<file path="config.mk">
export PLATFORM = sky130hd
export DESIGN_NAME = key_value_field_line_parser
export DESIGN_NICKNAME = d
export VERILOG_FILES = /design/src/design/kvp_pkg.sv /design/src/design/kvp_char_step.sv /design/src/design/key_value_field_line_parser.sv
export SDC_FILE = /design/constraint.sdc
export NUM_CORES = 1
export LEC_CHECK = 0
export BUFFER_PORTS_ARGS = -buffer_cell sky130_fd_sc_hd__buf_2
export CORE_MARGIN = 4
export CORE_UTILIZATION = 67
export CTS_CLUSTER_SIZE = 14
export DETAILED_ROUTE_END_ITERATION = 8
export MAX_ROUTING_LAYER = met4
export PLACE_DENSITY = 0.87
export SKIP_LAST_GASP = 1
export SYNTH_ARGS = -nofsm -noshare
export SYNTH_HDL_FRONTEND = slang
export SYNTH_SLANG_ARGS = --single-unit
</file>
<file path="constraint.sdc">
create_clock -name aclk -period 9.5 [get_ports aclk]
set_clock_uncertainty 0.05 [all_clocks]
set_input_delay 0 -clock aclk [delete_from_list [all_inputs] [get_ports aclk]]
set_output_delay 0 -clock aclk [all_outputs]
set_load 0.03 [all_outputs]
</file>
<file path="src/design/kvp_pkg.sv">
// shared types, constants and key name table for the key-value field line parser
`default_nettype none

package kvp_pkg;

    localparam int POS_W      = 13;
    localparam int NAME_COUNT = 13;
    localparam int NAME_MAXLEN = 9;

    localparam logic [POS_W-1:0] MAX_LINE_LEN = POS_W'(4096);

    localparam logic [7:0] CH_SPACE = 8'h20;
    localparam logic [7:0] CH_TAB   = 8'h09;
    localparam logic [7:0] CH_CR    = 8'h0D;
    localparam logic [7:0] CH_LF    = 8'h0A;
    localparam logic [7:0] CH_COLON = 8'h3A;
    localparam logic [7:0] CH_UNDER = 8'h5F;
    localparam logic [7:0] CH_DASH  = 8'h2D;

    typedef enum logic [2:0] {
        PH_LEAD,
        PH_KEY,
        PH_COLON,
        PH_VBLANK,
        PH_VALUE,
        PH_REJECT
    } phase_t;

    typedef enum logic [2:0] {
        KIND_UNKNOWN,
        KIND_DATE,
        KIND_PRIORITY,
        KIND_TAGS,
        KIND_TEXT
    } kind_t;

    typedef struct packed {
        phase_t                  phase;
        logic [POS_W-1:0]        position;
        logic [POS_W-1:0]        key_begin;
        logic [POS_W-1:0]        key_finish;
        logic [POS_W-1:0]        value_begin;
        logic [POS_W-1:0]        value_end;
        logic [NAME_COUNT-1:0]   cands;
        logic                    overflow;
    } kvp_state_t;

    localparam kvp_state_t STATE_RESET = '{
        phase:       PH_LEAD,
        position:    '0,
        key_begin:   '0,
        key_finish:  '0,
        value_begin: '0,
        value_end:   '0,
        cands:       '1,
        overflow:    1'b0
    };

    // names right-aligned: last character in the low byte
    localparam logic [8*NAME_MAXLEN-1:0] NAME_TEXT [NAME_COUNT] = '{
        72'("deadline"), 72'("due"), 72'("schedule"),
        72'("scheduled"), 72'("completed"), 72'("created"),
        72'("archived"),
        72'("prio"), 72'("priority"),
        72'("tags"),
        72'("owner"), 72'("assignee"), 72'("id")
    };

    localparam logic [3:0] NAME_LEN [NAME_COUNT] = '{
        4'd8, 4'd3, 4'd8, 4'd9, 4'd9, 4'd7, 4'd8,
        4'd4, 4'd8,
        4'd4,
        4'd5, 4'd8, 4'd2
    };

    localparam kind_t NAME_KIND [NAME_COUNT] = '{
        KIND_DATE, KIND_DATE, KIND_DATE, KIND_DATE, KIND_DATE, KIND_DATE, KIND_DATE,
        KIND_PRIORITY, KIND_PRIORITY,
        KIND_TAGS,
        KIND_TEXT, KIND_TEXT, KIND_TEXT
    };

    function automatic logic [NAME_COUNT-1:0] narrow_mask(
        input logic [NAME_COUNT-1:0] mask,
        input logic [POS_W-1:0]      offset,
        input logic [7:0]            c
    );
        logic [NAME_COUNT-1:0] m;
        logic [3:0]            idx;
        logic [7:0]            b;
        m = mask;
        for (int i = 0; i < NAME_COUNT; i++) begin
            b = '0;
            idx = 4'(NAME_LEN[i] - 4'd1 - offset[3:0]);
            if (offset < POS_W'(NAME_LEN[i])) begin
                b = NAME_TEXT[i][8*idx +: 8];
            end
            if (!((offset < POS_W'(NAME_LEN[i])) && (b == c))) begin
                m[i] = 1'b0;
            end
        end
        return m;
    endfunction

    function automatic kind_t find_kind(
        input logic [NAME_COUNT-1:0] mask,
        input logic [POS_W-1:0]      len
    );
        kind_t k;
        logic  found;
        k = KIND_UNKNOWN;
        found = 1'b0;
        for (int i = 0; i < NAME_COUNT; i++) begin
            if (!found && mask[i] && (len == POS_W'(NAME_LEN[i]))) begin
                k = NAME_KIND[i];
                found = 1'b1;
            end
        end
        return k;
    endfunction

endpackage

`default_nettype wire

</file>
<file path="src/design/kvp_char_step.sv">
// per-character parse step: next phase, positions and name candidates
`default_nettype none

module kvp_char_step
    import kvp_pkg::*;
(
    input  wire kvp_state_t  cur,
    input  wire logic [7:0]  char_code,
    input  wire logic        has_char,
    output kvp_state_t       nxt
);

    logic [POS_W-1:0] p;
    logic [POS_W-1:0] nx;
    logic             is_letter;
    logic             is_key_char;
    logic             is_sp_tab;
    logic             is_trim;

    always_comb begin
        is_letter   = char_code inside {[8'h41:8'h5A], [8'h61:8'h7A]};
        is_key_char = is_letter || (char_code inside {[8'h30:8'h39], CH_UNDER, CH_DASH});
        is_sp_tab   = char_code inside {CH_SPACE, CH_TAB};
        is_trim     = char_code inside {CH_SPACE, CH_TAB, CH_CR, CH_LF};
    end

    always_comb begin
        nxt = cur;
        p   = cur.position;
        nx  = (p < MAX_LINE_LEN) ? p + POS_W'(1) : MAX_LINE_LEN;
        if (has_char) begin
            if (p >= MAX_LINE_LEN) begin
                nxt.overflow = 1'b1;
            end
            nxt.position = nx;
            case (cur.phase)
                PH_LEAD: begin
                    if (!is_sp_tab) begin
                        if (is_letter) begin
                            nxt.key_begin = p;
                            nxt.phase     = PH_KEY;
                            nxt.cands     = narrow_mask(cur.cands, '0, char_code);
                        end else begin
                            nxt.phase = PH_REJECT;
                        end
                    end
                end
                PH_KEY: begin
                    if (is_key_char) begin
                        nxt.cands = narrow_mask(cur.cands, p - cur.key_begin, char_code);
                    end else if (char_code == CH_COLON) begin
                        nxt.key_finish = p;
                        nxt.phase      = PH_COLON;
                    end else begin
                        nxt.phase = PH_REJECT;
                    end
                end
                PH_COLON: begin
                    if (char_code == CH_COLON) begin
                        nxt.value_begin = nx;
                        nxt.value_end   = nx;
                        nxt.phase       = PH_VBLANK;
                    end else begin
                        nxt.phase = PH_REJECT;
                    end
                end
                PH_VBLANK: begin
                    if (is_sp_tab) begin
                        nxt.value_begin = nx;
                        nxt.value_end   = nx;
                    end else begin
                        nxt.value_begin = p;
                        nxt.value_end   = is_trim ? p : nx;
                        nxt.phase       = PH_VALUE;
                    end
                end
                PH_VALUE: begin
                    if (!is_trim) begin
                        nxt.value_end = nx;
                    end
                end
                default: begin
                end
            endcase
        end
    end

endmodule

`default_nettype wire

</file>
<file path="src/design/key_value_field_line_parser.sv">
// top level: stream wrapper, parse state and result register of the field line parser
//
// The input stream carries one byte of a text line per word: tdata holds the byte,
// tuser says whether the byte is present, tlast marks the last word of the line.
// A word with tuser low and tlast high ends the line without a byte.
// For every line one result word leaves on the output stream, with the key and
// value positions in tdata and the valid flag, key kind and length overflow in tuser.
// Positions count from zero and saturate at 4096.
// Throughput is one word per cycle while no line end waits on a held result; the
// state update between the input register and the parse state register is combinational.
// The accepted last word of a line passes through the input register, and its result
// is registered in the result register that drives m_axis_tvalid.
// While a result waits on m_axis_tready, words that are not the end of a line
// still flow in; a following line end holds in the input register until the
// result register frees.
// After reset both registers are empty and the parser waits for the start of a line.

`default_nettype none

module key_value_field_line_parser
    import kvp_pkg::*;
(
    input  wire logic        aclk,
    input  wire logic        aresetn,

    input  wire logic        s_axis_tvalid,
    output logic             s_axis_tready,
    input  wire logic [7:0]  s_axis_tdata,   // char_code
    input  wire logic [0:0]  s_axis_tuser,   // has_char
    input  wire logic        s_axis_tlast,   // is_last

    output logic             m_axis_tvalid,
    input  wire logic        m_axis_tready,
    output logic [55:0]      m_axis_tdata,   // key_start, key_end, value_start, value_end, pad
    output logic [4:0]       m_axis_tuser    // is_field, field_kind, too_long
);

    logic        in_valid_reg;
    logic        in_valid_next;
    logic [7:0]  in_char_reg;
    logic        in_has_reg;
    logic        in_last_reg;

    kvp_state_t  state_reg;
    kvp_state_t  state_next;
    kvp_state_t  step_state;

    logic        m_valid_reg;
    logic        m_valid_next;
    logic [55:0] m_tdata_reg;
    logic [4:0]  m_tuser_reg;

    logic        s_accept;
    logic        advance;
    logic        line_done;
    logic        is_field;
    kind_t       kind;
    logic [55:0] res_tdata;
    logic [4:0]  res_tuser;

    assign advance       = in_valid_reg && (!in_last_reg || !m_valid_reg || m_axis_tready);
    assign line_done     = advance && in_last_reg;
    assign s_axis_tready = !in_valid_reg || advance;
    assign s_accept      = s_axis_tvalid && s_axis_tready;

    kvp_char_step u_step (
        .cur       (state_reg),
        .char_code (in_char_reg),
        .has_char  (in_has_reg),
        .nxt       (step_state)
    );

    always_comb begin
        is_field = (step_state.phase == PH_VBLANK) || (step_state.phase == PH_VALUE);
        kind = KIND_UNKNOWN;
        if (is_field && !step_state.overflow) begin
            kind = find_kind(step_state.cands, step_state.key_finish - step_state.key_begin);
        end
        res_tdata = '0;
        if (is_field) begin
            res_tdata = {4'b0000, step_state.value_end, step_state.value_begin,
                         step_state.key_finish, step_state.key_begin};
        end
        res_tuser = {step_state.overflow, kind, is_field};
    end

    always_comb begin
        state_next = state_reg;
        if (advance) begin
            state_next = in_last_reg ? STATE_RESET : step_state;
        end
        in_valid_next = in_valid_reg;
        if (s_accept) begin
            in_valid_next = 1'b1;
        end else if (advance) begin
            in_valid_next = 1'b0;
        end
        m_valid_next = m_valid_reg;
        if (line_done) begin
            m_valid_next = 1'b1;
        end else if (m_axis_tready) begin
            m_valid_next = 1'b0;
        end
    end

    always_ff @(posedge aclk) begin
        if (!aresetn) begin
            in_valid_reg <= 1'b0;
            state_reg    <= STATE_RESET;
            m_valid_reg  <= 1'b0;
        end else begin
            in_valid_reg <= in_valid_next;
            state_reg    <= state_next;
            m_valid_reg  <= m_valid_next;
        end
    end

    always_ff @(posedge aclk) begin
        if (s_accept) begin
            in_char_reg <= s_axis_tdata;
            in_has_reg  <= s_axis_tuser[0];
            in_last_reg <= s_axis_tlast;
        end
        if (line_done) begin
            m_tdata_reg <= res_tdata;
            m_tuser_reg <= res_tuser;
        end
    end

    assign m_axis_tvalid = m_valid_reg;
    assign m_axis_tdata  = m_tdata_reg;
    assign m_axis_tuser  = m_tuser_reg;

`ifndef SYNTHESIS
    // a rejected line carries no positions and no kind
    assert property (@(posedge aclk) disable iff (!aresetn)
        m_axis_tvalid && !m_axis_tuser[0] |-> (m_axis_tdata == '0) && (m_axis_tuser[3:1] == 3'd0))
        else $error("non-field result carries positions or kind");

    // an overflowed line never reports a known kind
    assert property (@(posedge aclk) disable iff (!aresetn)
        m_axis_tvalid && m_axis_tuser[4] |-> (m_axis_tuser[3:1] == 3'd0))
        else $error("overflowed line reports a key kind");

    // positions are ordered within a field
    assert property (@(posedge aclk) disable iff (!aresetn)
        m_axis_tvalid && m_axis_tuser[0] |->
            (m_axis_tdata[12:0] <= m_axis_tdata[25:13]) &&
            (m_axis_tdata[38:26] <= m_axis_tdata[51:39]))
        else $error("field positions out of order");

    // the parse state starts over after each line end
    assert property (@(posedge aclk) disable iff (!aresetn)
        line_done |=> (state_reg.phase == PH_LEAD) && (state_reg.position == '0))
        else $error("parse state not cleared after line end");

    // position never passes the line length bound
    assert property (@(posedge aclk) disable iff (!aresetn)
        state_reg.position <= MAX_LINE_LEN)
        else $error("position beyond line length bound");
`endif

endmodule

`default_nettype wire
</file>
# Word-level counts from Yosys, hierarchy flattened
# Cells that the tools add are included.
# W data, S select, Z words.
[totals]
regBits = 155
inputBits = 14
out_inout_bits = 63
elab_cells = 352
[classes]
n_addsub = 10
magnitude_cmp = 15
n_eq_ne = 41
shift = 13
muxes = 178
bitwise = 1
reduce_logical = 76
[op_table]
columns = ["op", "count"]
rows = [
  ["$shiftx A72 B8 Y8 const A", 13],
  ["$mux W8", 84],
  ["$eq A8 B8 Y1", 21],
  ["$mux W82", 2],
  ["$mux W13", 12],
  ["$mux W1", 56],
  ["$mux W3", 18],
  ["$mux W26", 2],
  ["$pmux W13 S2", 2],
  ["$logic_and A1 B1 Y1", 45],
  ["$eq A13 B3 Y1 const B", 3],
  ["$lt A13 B3 Y1 const B", 3],
  ["$pmux W13 S3", 1],
  ["$eq A13 B2 Y1 const B", 2],
  ["$eq A13 B4 Y1 const B", 2],
  ["$lt A13 B2 Y1 const B", 2],
  ["$lt A13 B4 Y1 const B", 2],
  ["$sub A13 B13 Y13", 2],
  ["$eq A8 B4 Y1 const B", 3],
  ["$eq A8 B6 Y1 const B", 3],
  ["$ge A8 B7 Y1 const B", 2],
  ["$le A8 B7 Y1 const B", 2],
  ["$logic_not A1 Y1", 16],
  ["$add A13 B1 Y13 const B", 1],
  ["other kinds (21)", 35],
]

# Longest topological paths before layout
# Gate-level depths: netlist of run 1.
[logic_depth]
word_depth = 77
mapped_depth = 19
depth_no_buf = 17

# Modules after synthesis
# From an unflattened synthesis of run 1, not the netlist that was laid out.
[unflattened]
hier_cells = 1359
hier_area_um2 = 11347.1
[by_module_without_submodules]
columns = ["mod", "instances", "cells_per_inst", "area_per_inst_um2", "seq_area_each_um2"]
rows = [
  ["key_value_field_line_parser", 1, 549, 6287.3, 3693.5],
  ["kvp_char_step", 1, 810, 5059.9, 0.0],
]

# Worst setup path before layout of run 1
# OpenSTA, ideal clock, no wires.
[synth_path]
path_kind = "reg-to-reg"
start = "register in_char_reg[0]"
end = "register m_tuser_reg[2], in the netlist m_axis_tuser[2], data pin"
setup_time_ps = 190
arrival_time_ps = 4532
required_time_ps = 9260
slack_ps = 4728
stages_incl_launch_ff = 17
n_path_buf = 4
period_less_slack_ps = 4772
path_cell_list = "edfxtp_1 > buf_2 > a21oi_1 > o221ai_4 > buf_2 > nor2_1 > clkbuf_1 > mux2i_1 > ha_1 > clkbuf_1 > a21oi_1 > nor2_1 > nor3_1 > or4b_1 > a221o_1 > or4_4 > a2111oi_2"
[synth_via]
elab_chain_cells = 71
elab_cells_between_ends = 179
classes_between = "1 x add/sub; 6 x order compare; 35 x eq/ne; 76 x mux; 1 x bitwise; 60 x reduce/logical"
[synth_rtl]
columns = ["element", "line_no", "source"]
rows = [
  ["start: declaration", "key_value_field_line_parser.sv:40", "logic [7:0] in_char_reg;"],
  ["start signal: assignment", "key_value_field_line_parser.sv:120", "in_char_reg <= s_axis_tdata;"],
  ["$ge A8 B7 Y1 (tied with other cells)", "kvp_char_step.sv:21", "is_letter = char_code inside {[8'h41:8'h5A], [8'h61:8'h7A]};"],
  ["$logic_and A1 B1 Y1, on equally long branches", "kvp_char_step.sv:21, kvp_char_step.sv:22", ""],
  ["$reduce_bool A2 Y1 or $reduce_bool A3 Y1 (tied branches)", "kvp_char_step.sv:21, kvp_char_step.sv:22", ""],
  ["$mux W13 or $logic_or A1 B1 Y1 (tied branches)", "kvp_char_step.sv:39, kvp_char_step.sv:22", ""],
  ["$mux W13, on equally long branches", "kvp_char_step.sv:38, kvp_char_step.sv:49", ""],
  ["$mux W13", "kvp_char_step.sv:36", "case (cur.phase)"],
  ["$mux W82 *", "kvp_char_step.sv:31", "if (has_char) begin"],
  ["$sub A13 B13 Y13", "key_value_field_line_parser.sv:77", "kind = find_kind(step_state.cands, step_state.key_finish - step_state.key_begin);"],
  ["[... 53 more ...]", "n/a", ""],
  ["$mux W1", "key_value_field_line_parser.sv:76", "if (is_field && !step_state.overflow) begin"],
  ["$logic_not A1 Y1", "kvp_pkg.sv:114", "if (!found && mask[i] && (len == POS_W'(NAME_LEN[i]))) begin"],
  ["$logic_and A1 B1 Y1 (2 in a row)", "kvp_pkg.sv:114", ""],
  ["$mux W1", "kvp_pkg.sv:114", ""],
  ["$mux W1", "key_value_field_line_parser.sv:76", ""],
  ["$logic_not A1 Y1", "kvp_pkg.sv:114", ""],
  ["$logic_and A1 B1 Y1 (2 in a row)", "kvp_pkg.sv:114", ""],
  ["$reduce_or A4 Y1 (no source line)", "n/a", ""],
  ["end signal: assignment", "key_value_field_line_parser.sv:126", "m_tuser_reg <= res_tuser;"],
  ["end: declaration", "key_value_field_line_parser.sv:51", "logic [4:0] m_tuser_reg;"],
]
# Every way passes the cells marked *; elsewhere a longest branch is shown, timed or not. The select of a mux whose other input is x is not followed.
# A chain may end at the register's enable or synchronous reset.

==> impl_results.md, run 1 <==
- Fmax: 178 MHz
- Root buf cell: clkbuf_16
- Starting Density: 0.682
- Hold crit path type: in -> reg
- Area grow syn2layout: 9.26%
- Worst hold slack: 0.199 ns
- FF+latch count, synth: 151
- DR iter-0 viols: 1323
- RD Place Congestion: 1.03
- Hpwl dp: 23900 microns
- Yosys cell types: 95
- Setup violators final: 0
- Final hold violation count: 0
- Floorplan core area: 16600 sq um
- Worst Path Arrival: 5.82 ns
- Post-Synth Simple-Gate Area: 0.248
- Setup TNS: 0 ns
- H-tree depth: 4
- Period utilization: 0.591
- Area share of fa/ha/maj cells after synthesis: 0.0524
- Post-Syn Area per Cell: 8.03 sq um
- Worst-path clk slew: 0.07 ns
- Leakage Power: 4.70 nW
- Via count: 11181
- Most common library cell in the layout ignoring fill and taps: nand2_1
- Clock Tree Buf Depth: 2
- Port bufs: 72
- Nets: 1483
- Vias in the first global route: 10102
- Max incr delay on CP: 0.94 ns
- Die area: 19000 sq um
- Yosys synthesis warning count: 0
- Power per cell area: 124 nW/um^2
- Ports: 77
- Max VDD drop: 0.162 mV
- Post-synth ARST share: 0
- Worst hold endpoint: state_reg[54]
- Via density: 6.76
- Post-synth EDFFs: 67
- Largest family of logic cells by synthesized area: simple AND/OR/NAND/NOR gates
- Placed cell area: 11700 sq um
- Worst skew pair latency: 0.45 ns
- Fin crit period: 5.62 ns
- DIE HEIGHT: 138 microns
- Synth area leader: edfxtp_1
- CP bufs+invs: 0
- Crit-path cells: and4bb_1 > nand2_1 > nor2_1 > nand2_1 > nand2_1 > ha_1 > o21a_1 > o21ai_0 > nor2b_1 > nand2b_1 > o22ai_1 > a21oi_1 > mux2i_1 > nand3_1 > or4_4 > a2111oi_2
- RSZ-0062 raised after global routing: false
- First-pass GRT wire length: 53700 microns
- Worst EP required: 9.70 ns
- R2R Setup Slk: 3.88 ns
- Most area-consuming cells after synthesis: edfxtp_1 18%, dfxtp_1 15%, ha_1 5.0%
- Syn Inst Count: 1409
- Drt wl/cell: 21.0 microns
- Most frequent cells in the layout: 140 x nand2_1, 127 x nor2_1, 98 x a21oi_1, 97 x o21ai_0, 84 x dfxtp_1
- CP max FO: 26
- Total power: 1.53 mW
- Max FFs per register: 82
- Slew HR: 0.193
- WL final: 34800 microns
- Top-area cell type share of the netlist area: 0.178
- Post-CTS Setup Inserts: 0
- Worst hold start: aresetn
- Antenna Cells: 0
- Outcome: completed
- Top Family by Delay on Critical Path: simple AND/OR/NAND/NOR gates
- Worst r2r dst: m_axis_tuser[2]
- Crit. End Element: flop
- Most used cell, CP: nand2_1
- Ys flop type: dfxtp_1
- # rows: 47
- Mapped Area: 11300 sq um
- Die Width: 138 microns
- CTS Buf Count: 17
- Crit Path Class: reg -> reg
- Initial antenna violation count: 0
- Tot GR Track Use: 0.369
- Fin area: 12400 sq um
- Reg2Reg Depth: 16
- Pin count of the biggest net entering global routing: 73
- Share of layout cells above drive strength 1: 0.105
- Post-synthesis compound-gate area fraction: 0.243
- Hold Crit Depth: 3
- Slowest cell on the critical path: edfxtp_1
- Crit start category: flop
- Slew of the pin with the lowest slew margin: 1.20 ns
- XOR/XNOR Fraction of Synth Area: 0.0428
- Multiplexer share of the synthesized area: 0.0325
- Clk sink count: 151
- Initial DRT Pass Iterations: 7
- Final slew viol count: 0
- Drt drc: 0
- Register area share after synthesis: 0.327
- GR Overflow Total: 0
- R2R Path Start: in_char_reg[3]
- Max_cap viols: 0
- CTS tree: built
- Post-route ant nets: 0
synth_stat cells, drive strengths merged (18+ instances only):
library cell,number
nand3,47
and2,47
nand2,140
buf,21
xnor2,28
o22ai,18
inv,45
clkbuf,86
dfxtp,84
o21ai,104
edfxtp,67
nor3,28
a21oi,99
mux2i,30
nor2b,67
a22oi,54
nor2,127
ha,45
xor2,22
cell type report:
type                    count  area, sq um
fillers                  1298         4230
clock buffers              17          425
multi-input cells        1108         7040
inverters                  45          169
flip-flops and latches    151         3690
well taps                 220          275
clock inverters            14          145
repair buffers            100          603
power by group:
group	switching, mW	internal [mW]
Sequential	0.0108	0.685
Combinational	0.109	0.0521
Clock	0.308	0.367
kinds of logic after synthesis:
kind of cell,count (synthesis)
buf+inv,153
other cells,1
compound gates,418
simple gates,551
xor+xnor,52
mux,36
fa+ha+maj,47
flops,151
stage by stage:
stage	cells	setup slack (ns)	util
after floorplan	1412	4.73	-
after global placement	1611	4.26	0.703
after detailed placement	1611	4.14	0.703
after CTS	1655	4.05	0.745
after global routing	1655	3.60	0.745
final	1655	3.88	0.745
repair_timing:
item / CTS / global route
endpoints found under the setup margin: 0 / 0
hold buffers: 13 / 0
resized for setup: 0 / 0
hold endpoints to repair: 12 / 0
worst max-delay path by stage:
| stage | from | to | slack, ns | depth (start not counted) |
|---|---|---|---|---|
| 6_report | in_char_reg[3] | m_axis_tuser[2] | 3.88 | 16 |
| 5_1_grt | in_char_reg[3] | m_axis_tuser[2] | 3.60 | 16 |
| 4_1_cts | in_char_reg[3] | m_axis_tuser[2] | 4.05 | 16 |
| 3_5_place_dp | in_char_reg[3] | m_axis_tuser[2] | 4.14 | 13 |
| 3_3_place_gp | in_char_reg[3] | m_axis_tuser[2] | 4.26 | 13 |
| 2_1_floorplan | in_char_reg[0] | m_axis_tuser[2] | 4.73 | 16 |
metal layers:
metal	global-route usage	up-vias	routed length (microns)
met5	-	-	0
met4	0.172	0	1600
met3	0.0769	144	3560
met2	0.569	723	15900
met1	0.469	5178	13700
li1	-	5136	-
worst reg2reg max path, delay by kind of cell (launching register included):
family,cells,cell delay [ns]
AND/OR/NAND/NOR,9,2.80
flip-flops,1,0.94
adder cells (fa/ha/maj),1,0.30
multiplexers,1,0.23
AO/OA/AOI/OAI,5,1.12
(Power assumes the default switching activity.)
==> inputs of run 2 (changes only) <==
CORE_UTILIZATION = 56   (was 67)
PLACE_DENSITY = 0.78   (was 0.87)
clock period = 4.97 ns   (was 9.5 ns; I/O delays follow)
==> run 2 against run 1 <==
Compared with the run above:
- sequential share of layout area decreased by 0.72 points
- utilization down 10 points
- worst setup slack worse by 3.6 ns
- register-to-register slack worse by 3.6 ns
- combinational power increased by 100%
- worst hold slack better by 0.018 ns
- critical path type unchanged
- sequential cell count did not move
- largest power group unchanged
==> impl_results.md, run 2 (synthesized netlist as in run 1, its figures left out) <==
- Initial antenna violation count: 0 (unchanged)
- WL final: 36000 microns (was 34800 microns)
- Slowest cell on the critical path: fa_1 (was edfxtp_1)
- Final slew viol count: 0 (unchanged)
- # rows: 51 (was 47)
- Floorplan core area: 19700 sq um (was 16600 sq um)
- CTS Buf Count: 17 (unchanged)
- Clock Tree Buf Depth: 2 (unchanged)
- Worst-path clk slew: 0.07 ns (about the same)
- CTS tree: built (unchanged)
- Clk sink count: 151 (unchanged)
- Fin crit period: 4.69 ns (was 5.62 ns)
- Hpwl dp: 25900 microns (was 23900 microns)
- Worst Path Arrival: 4.90 ns (was 5.82 ns)
- Met2 usage: 0.507 (was 0.569)
- # fillers: 1739 (was 1298)
- Root buf cell: clkbuf_16 (unchanged)
- Met3 Track Usage GR: 0.0623 (was 0.0769)
- DR iter-0 viols: 1442 (was 1323)
- Max_cap viols: 0 (unchanged)
- DIE HEIGHT: 150 microns (was 138 microns)
- Drt drc: 0 (unchanged)
- Vias in the first global route: 10345 (was 10102)
- Post-CTS Setup Inserts: 0 (unchanged)
- Pin count of the biggest net entering global routing: 73 (unchanged)
- Most common library cell in the layout ignoring fill and taps: nand2_1 (unchanged)
- Period utilization: 0.943 (was 0.591)
- Slew of the pin with the lowest slew margin: 1.18 ns (was 1.20 ns)
- Leakage Power: 4.86 nW (was 4.70 nW)
- Max incr delay on CP: 0.74 ns (was 0.94 ns)
- Via density: 6.50 (was 6.76)
- Met1 Use GR: 0.447 (was 0.469)
- Starting Density: 0.575 (was 0.682)
- Setup violators final: 0 (unchanged)
- Final hold violation count: 0 (unchanged)
- GRT busiest layer: met2 (unchanged)
- Util after Layout: 0.644 (was 0.745)
- CP max FO: 11 (was 26)
- Die area: 22500 sq um (was 19000 sq um)
- Worst hold slack: 0.218 ns (was 0.199 ns)
- Most frequent cells in the layout: 139 x nand2_1, 126 x nor2_1, 97 x a21oi_1, 96 x o21ai_0, 84 x dfxtp_1 (was 140 x nand2_1, 127 x nor2_1, 98 x a21oi_1, 97 x o21ai_0, 84 x dfxtp_1)
- Setup TNS: 0 ns (unchanged)
- Share of layout cells above drive strength 1: 0.126 (was 0.105)
- Via count: 11251 (was 11181)
- Slew HR: 0.211 (was 0.193)
- Antenna Cells: 0 (unchanged)
- Initial DRT Pass Iterations: 6 (was 7)
- Area grow syn2layout: 11.9% (was 9.26%)
- Fmax: 213 MHz (was 178 MHz)
- Crit start category: flop (unchanged)
- Outcome: completed (unchanged)
- Hold crit path type: in -> reg (unchanged)
- Nets: 1513 (was 1483)
- Crit-path cells: inv_1 > ha_1 > fa_1 > ha_1 > inv_1 > ha_1 > a21oi_1 > nor4_1 > nand3_1 > a21oi_1 > nor2_1 > a221oi_1 > a31oi_1 > and4b_1 > o31ai_1 > nor4_1 (was and4bb_1 > nand2_1 > nor2_1 > nand2_1 > nand2_1 > ha_1 > o21a_1 > o21ai_0 > nor2b_1 > nand2b_1 > o22ai_1 > a21oi_1 > mux2i_1 > nand3_1 > or4_4 > a2111oi_2)
- RSZ-0062 raised after global routing: false (unchanged)
- Most used cell, CP: ha_1 (was nand2_1)
- CP bufs+invs: 2 (was 0)
- First-pass GRT wire length: 57500 microns (was 53700 microns)
- GR Overflow Total: 0 (unchanged)
- Drt wl/cell: 20.8 microns (was 21.0 microns)
- Worst EP required: 5.18 ns (was 9.70 ns)
- H-tree depth: 4 (unchanged)
- Top Family by Delay on Critical Path: adder cells (was simple AND/OR/NAND/NOR gates)
- Crit Path Class: reg -> reg (unchanged)
- Ports: 77 (unchanged)
- Tot GR Track Use: 0.330 (was 0.369)
- Power per cell area: 233 nW/um^2 (was 124 nW/um^2)
- Max FFs per register: 82 (unchanged)
- Worst skew pair latency: 0.44 ns (was 0.45 ns)
- RD Place Congestion: 1.01 (was 1.03)
- Die Width: 150 microns (was 138 microns)
- Port bufs: 72 (unchanged)
- Post-route ant nets: 0 (unchanged)
- Max VDD drop: 0.247 mV (was 0.162 mV)
- Crit. End Element: flop (unchanged)
-- run 2: changes by cell type in the layout (fill, tap and decap cells not counted), sizes merged --
cell | previous run | this run
buf | 87 | 117
clkinvlp | 4 | 2
inv | 51 | 54
-- run 2: layer usage --
layer / up-vias / wire, microns
met3: 93 / 3240
met4: 0 / 918
met5: - / 0
li1: 5213 / -
met1: 5311 / 15400
met2: 634 / 16400
-- run 2: path summary, 6_finish.rpt --
kind                            slack (ns)         endpoint             from  depth (start not counted)
worst max-delay path                  0.28  m_axis_tuser[3]    state_reg[66]                         16
worst min-delay path                  0.22   in_char_reg[7]  s_axis_tdata[7]                          2
worst max register to register        0.28  m_axis_tuser[3]    state_reg[66]                         16
worst min register to register        0.40    state_reg[11]    state_reg[11]                          2
-- run 2: power breakdown --
part	internal, mW	leakage, nW	total [mW]	switching [mW]
registers	1.31	1.34	1.32	0.0148
clock network	0.710	0.282	1.31	0.597
logic	0.107	3.23	0.324	0.218
-- run 2: worst reg2reg max path, cell delays in order, from the launching register on --
cell	delay (ns)
dfxtp_1	0.46
inv_1	0.14
ha_1	0.23
fa_1	0.74
ha_1	0.25
inv_1	0.06
ha_1	0.52
a21oi_1	0.12
nor4_1	0.37
nand3_1	0.13
a21oi_1	0.17
nor2_1	0.06
a221oi_1	0.50
a31oi_1	0.21
and4b_1	0.29
o31ai_1	0.06
nor4_1	0.16
-- run 2: final cells by class --
class                   count  area, sq um  area share
inverters                  45          169      0.0133
flip-flops and latches    151         3690       0.292
multi-input cells        1108         7050       0.557
clock inverters            15          158      0.0125
well taps                 265          332      0.0262
repair buffers            130          828      0.0654
clock buffers              17          425      0.0336
-- run 2: repair_timing --
| item | 4_1_cts | 5_1_grt |
|---|---|---|
| hold buffers | 13 | 0 |
| resized for setup | 0 | 5 |
| setup endpoints to repair | 0 | 3 |
| hold endpoints to repair | 12 | 0 |
-- run 2: per-stage QoR --
step           instance area [sq um]  setup WS (ns)  total power, mW  instances
6_report                       12700          0.281             2.96       1731
5_1_grt                        12700        0.00615             3.05       1731
2_1_floorplan                  11300          0.198             1.57       1412
4_1_cts                        12600          0.154             2.95       1731
3_3_place_gp                   11900          0.246             1.66       1686
3_5_place_dp                   11900          0.177             1.66       1686
==> inputs of run 3 (changes only) <==
CORE_ASPECT_RATIO = 1.4   (was not set)
CORE_UTILIZATION = 42   (was 56)
PLACE_DENSITY = not set   (was 0.78)
==> run 3 against run 2 <==
Compared with the run above:
- sequential share of layout area decreased by 0.32 points
- die area increased by 32%
- routed wire length increased by 3.5%
- utilization decreased by 16 points
- first-iteration DRC count decreased by 38%
- via count decreased by 3.2%
- non-clock buffer count increased by 8
- design area increased by 1.1%
- combinational power increased by 2%
- worst hold slack got worse by 0.0037 ns
- worst setup slack got worse by 0.024 ns
- cell count increased by 6.0%
- critical endpoint is now m_axis_tuser[2]
- largest cell class unchanged
- largest power group unchanged
- highest routed layer unchanged
==> impl_results.md, run 3 (synthesized netlist as in run 1, its figures left out) <==
- Outcome: completed (unchanged)
- Worst EP required: 5.15 ns (was 5.18 ns)
- Slew of the pin with the lowest slew margin: 1.28 ns (was 1.18 ns)
- RSZ-0062 raised after global routing: false (unchanged)
- Initial antenna violation count: 0 (unchanged)
- Worst-path clk slew: 0.07 ns (about the same)
- Leakage Power: 4.87 nW (was 4.86 nW)
- Placed cell area: 12100 sq um (was 11900 sq um)
- Root buf cell: clkbuf_16 (unchanged)
- Hpwl dp: 27900 microns (was 25900 microns)
- RD Place Congestion: 0.984 (was 1.01)
- Most common library cell in the layout ignoring fill and taps: nand2_1 (unchanged)
- Antenna Cells: 0 (unchanged)
- Vias in the first global route: 10551 (was 10345)
- Ports: 77 (unchanged)
- DR top layer: met4 (unchanged)
- CTS tree: built (unchanged)
- Final hold violation count: 0 (unchanged)
- Power per cell area: 223 nW/um^2 (was 233 nW/um^2)
- Drt drc: 0 (unchanged)
- Starting Density: 0.429 (was 0.575)
- CP max FO: 11 (unchanged)
- Fin crit period: 4.71 ns (was 4.69 ns)
- Port bufs: 72 (unchanged)
- Pre-CTS setup slack: 0.250 ns (was 0.177 ns)
- Crit start category: flop (unchanged)
- Post-route ant nets: 0 (unchanged)
- Max FFs per register: 82 (unchanged)
- Met3 routed WL: 1800 microns (was 3240 microns)
- Area grow syn2layout: 13.2% (was 11.9%)
- Share of layout cells above drive strength 1: 0.130 (was 0.126)
- Post-CTS Setup Inserts: 0 (unchanged)
- Worst setup margin: 0.257 ns (was 0.281 ns)
- Slew HR: 0.146 (was 0.211)
- Period utilization: 0.948 (was 0.943)
- Crit Path Class: reg -> reg (unchanged)
- WL final: 37300 microns (was 36000 microns)
- Max VDD drop: 0.179 mV (was 0.247 mV)
- Initial DRT Pass Iterations: 5 (was 6)
- Fin area: 12800 sq um (was 12700 sq um)
- Final slew viol count: 0 (unchanged)
- Clock Tree Buf Depth: 2 (unchanged)
- CTS Buf Count: 17 (unchanged)
- Crit. End Element: flop (unchanged)
- Worst hold slack: 0.214 ns (was 0.218 ns)
- First-pass GRT wire length: 58500 microns (was 57500 microns)
- Setup violators final: 0 (unchanged)
- Die Width: 147 microns (was 150 microns)
- Util after Layout: 0.486 (was 0.644)
- Nets: 1521 (was 1513)
- Max_cap viols: 0 (unchanged)
- Clk sink count: 151 (unchanged)
- Worst skew pair latency: 0.43 ns (was 0.44 ns)
- DR WL met2: 19000 microns (was 16400 microns)
- Via count: 10887 (was 11251)
- Fmax: 212 MHz (was 213 MHz)
- Die area: 29700 sq um (was 22500 sq um)
- H-tree depth: 4 (unchanged)
- Via density: 5.94 (was 6.50)
- GR Overflow Total: 0 (unchanged)
- Tot GR Track Use: 0.253 (was 0.330)
- Met1 WL: 14400 microns (was 15400 microns)
- Worst Path Arrival: 4.89 ns (was 4.90 ns)
- Setup TNS: 0 ns (unchanged)
- Floorplan core area: 26400 sq um (was 19700 sq um)
- DR iter-0 viols: 893 (was 1442)
- Most frequent cells in the layout: 140 x nand2_1, 127 x nor2_1, 98 x a21oi_1, 96 x o21ai_0, 84 x dfxtp_1 (was 139 x nand2_1, 126 x nor2_1, 97 x a21oi_1, 96 x o21ai_0, 84 x dfxtp_1)
- Drt wl/cell: 20.3 microns (was 20.8 microns)
- Pin count of the biggest net entering global routing: 73 (unchanged)
- Hold crit path type: in -> reg (unchanged)
- # rows: 70 (was 51)
- DIE HEIGHT: 202 microns (was 150 microns)
## run 3: cell types whose count changed in the layout (fill, tap and decap cells not counted), moves of 2 or more
cell and delta:
clkinv_4 +3, inv_6 -3, ha_1 -2, buf_4 +8, inv_8 -2, ha_2 +2
## run 3: timing repair
item	in CTS	in global routing
resized for setup	0	5
endpoints found under the hold margin	12	0
hold buffers	13	0
endpoints found under the setup margin	0	3
## run 3: area by class of cell
cell class	instances	area, sq um
well taps	360	450
repair buffers	138	888
clock buffers	19	443
multi-input cells	1108	7060
clock inverters	13	98.8
fillers	2607	13600
inverters	45	169
flip-flops and latches	151	3690
## run 3: where the power goes
part | leakage [nW] | switching, mW | internal [mW]
Clock | 0.257 | 0.548 | 0.656
Sequential | 1.34 | 0.0134 | 1.31
Combinational | 3.27 | 0.223 | 0.108
## run 3: critical path, stage by stage, from the launching register on
cell	delay (ns)
edfxtp_1	0.52
or3_4	0.47
o221a_2	0.31
nand2_1	0.28
nor2_1	0.07
a21oi_1	0.29
ha_1	0.35
nand2b_1	0.13
o221ai_1	0.13
nor3_2	0.20
or4b_1	0.46
a221o_1	0.33
or4_4	0.54
a2111oi_2	0.37
## run 3: path summary, 6_finish.rpt
check | slack (ns) | cells past startpoint | endpoint | start
worst min register to register | 0.40 | 2 | state_reg[2] | state_reg[2]
worst max-delay path | 0.26 | 13 | m_axis_tuser[2] | in_char_reg[0]
worst max register to register | 0.26 | 13 | m_axis_tuser[2] | in_char_reg[0]
worst min-delay path | 0.21 | 3 | m_axis_tvalid | aresetn
## run 3: per-stage QoR
| step | cells | total power, mW |
|---|---|---|
| 2_1_floorplan | 1412 | 1.57 |
| 3_3_place_gp | 1789 | 1.67 |
| 3_5_place_dp | 1789 | 1.67 |
| 4_1_cts | 1834 | 2.87 |
| 5_1_grt | 1834 | 2.96 |
| 6_report | 1834 | 2.86 |
## run 3: metal layers
layer | vias up | track usage
li1 | 5217 | -
met1 | 5137 | 0.275
met2 | 416 | 0.442
met3 | 117 | 0.0348
met4 | 0 | 0.140
met5 | - | -
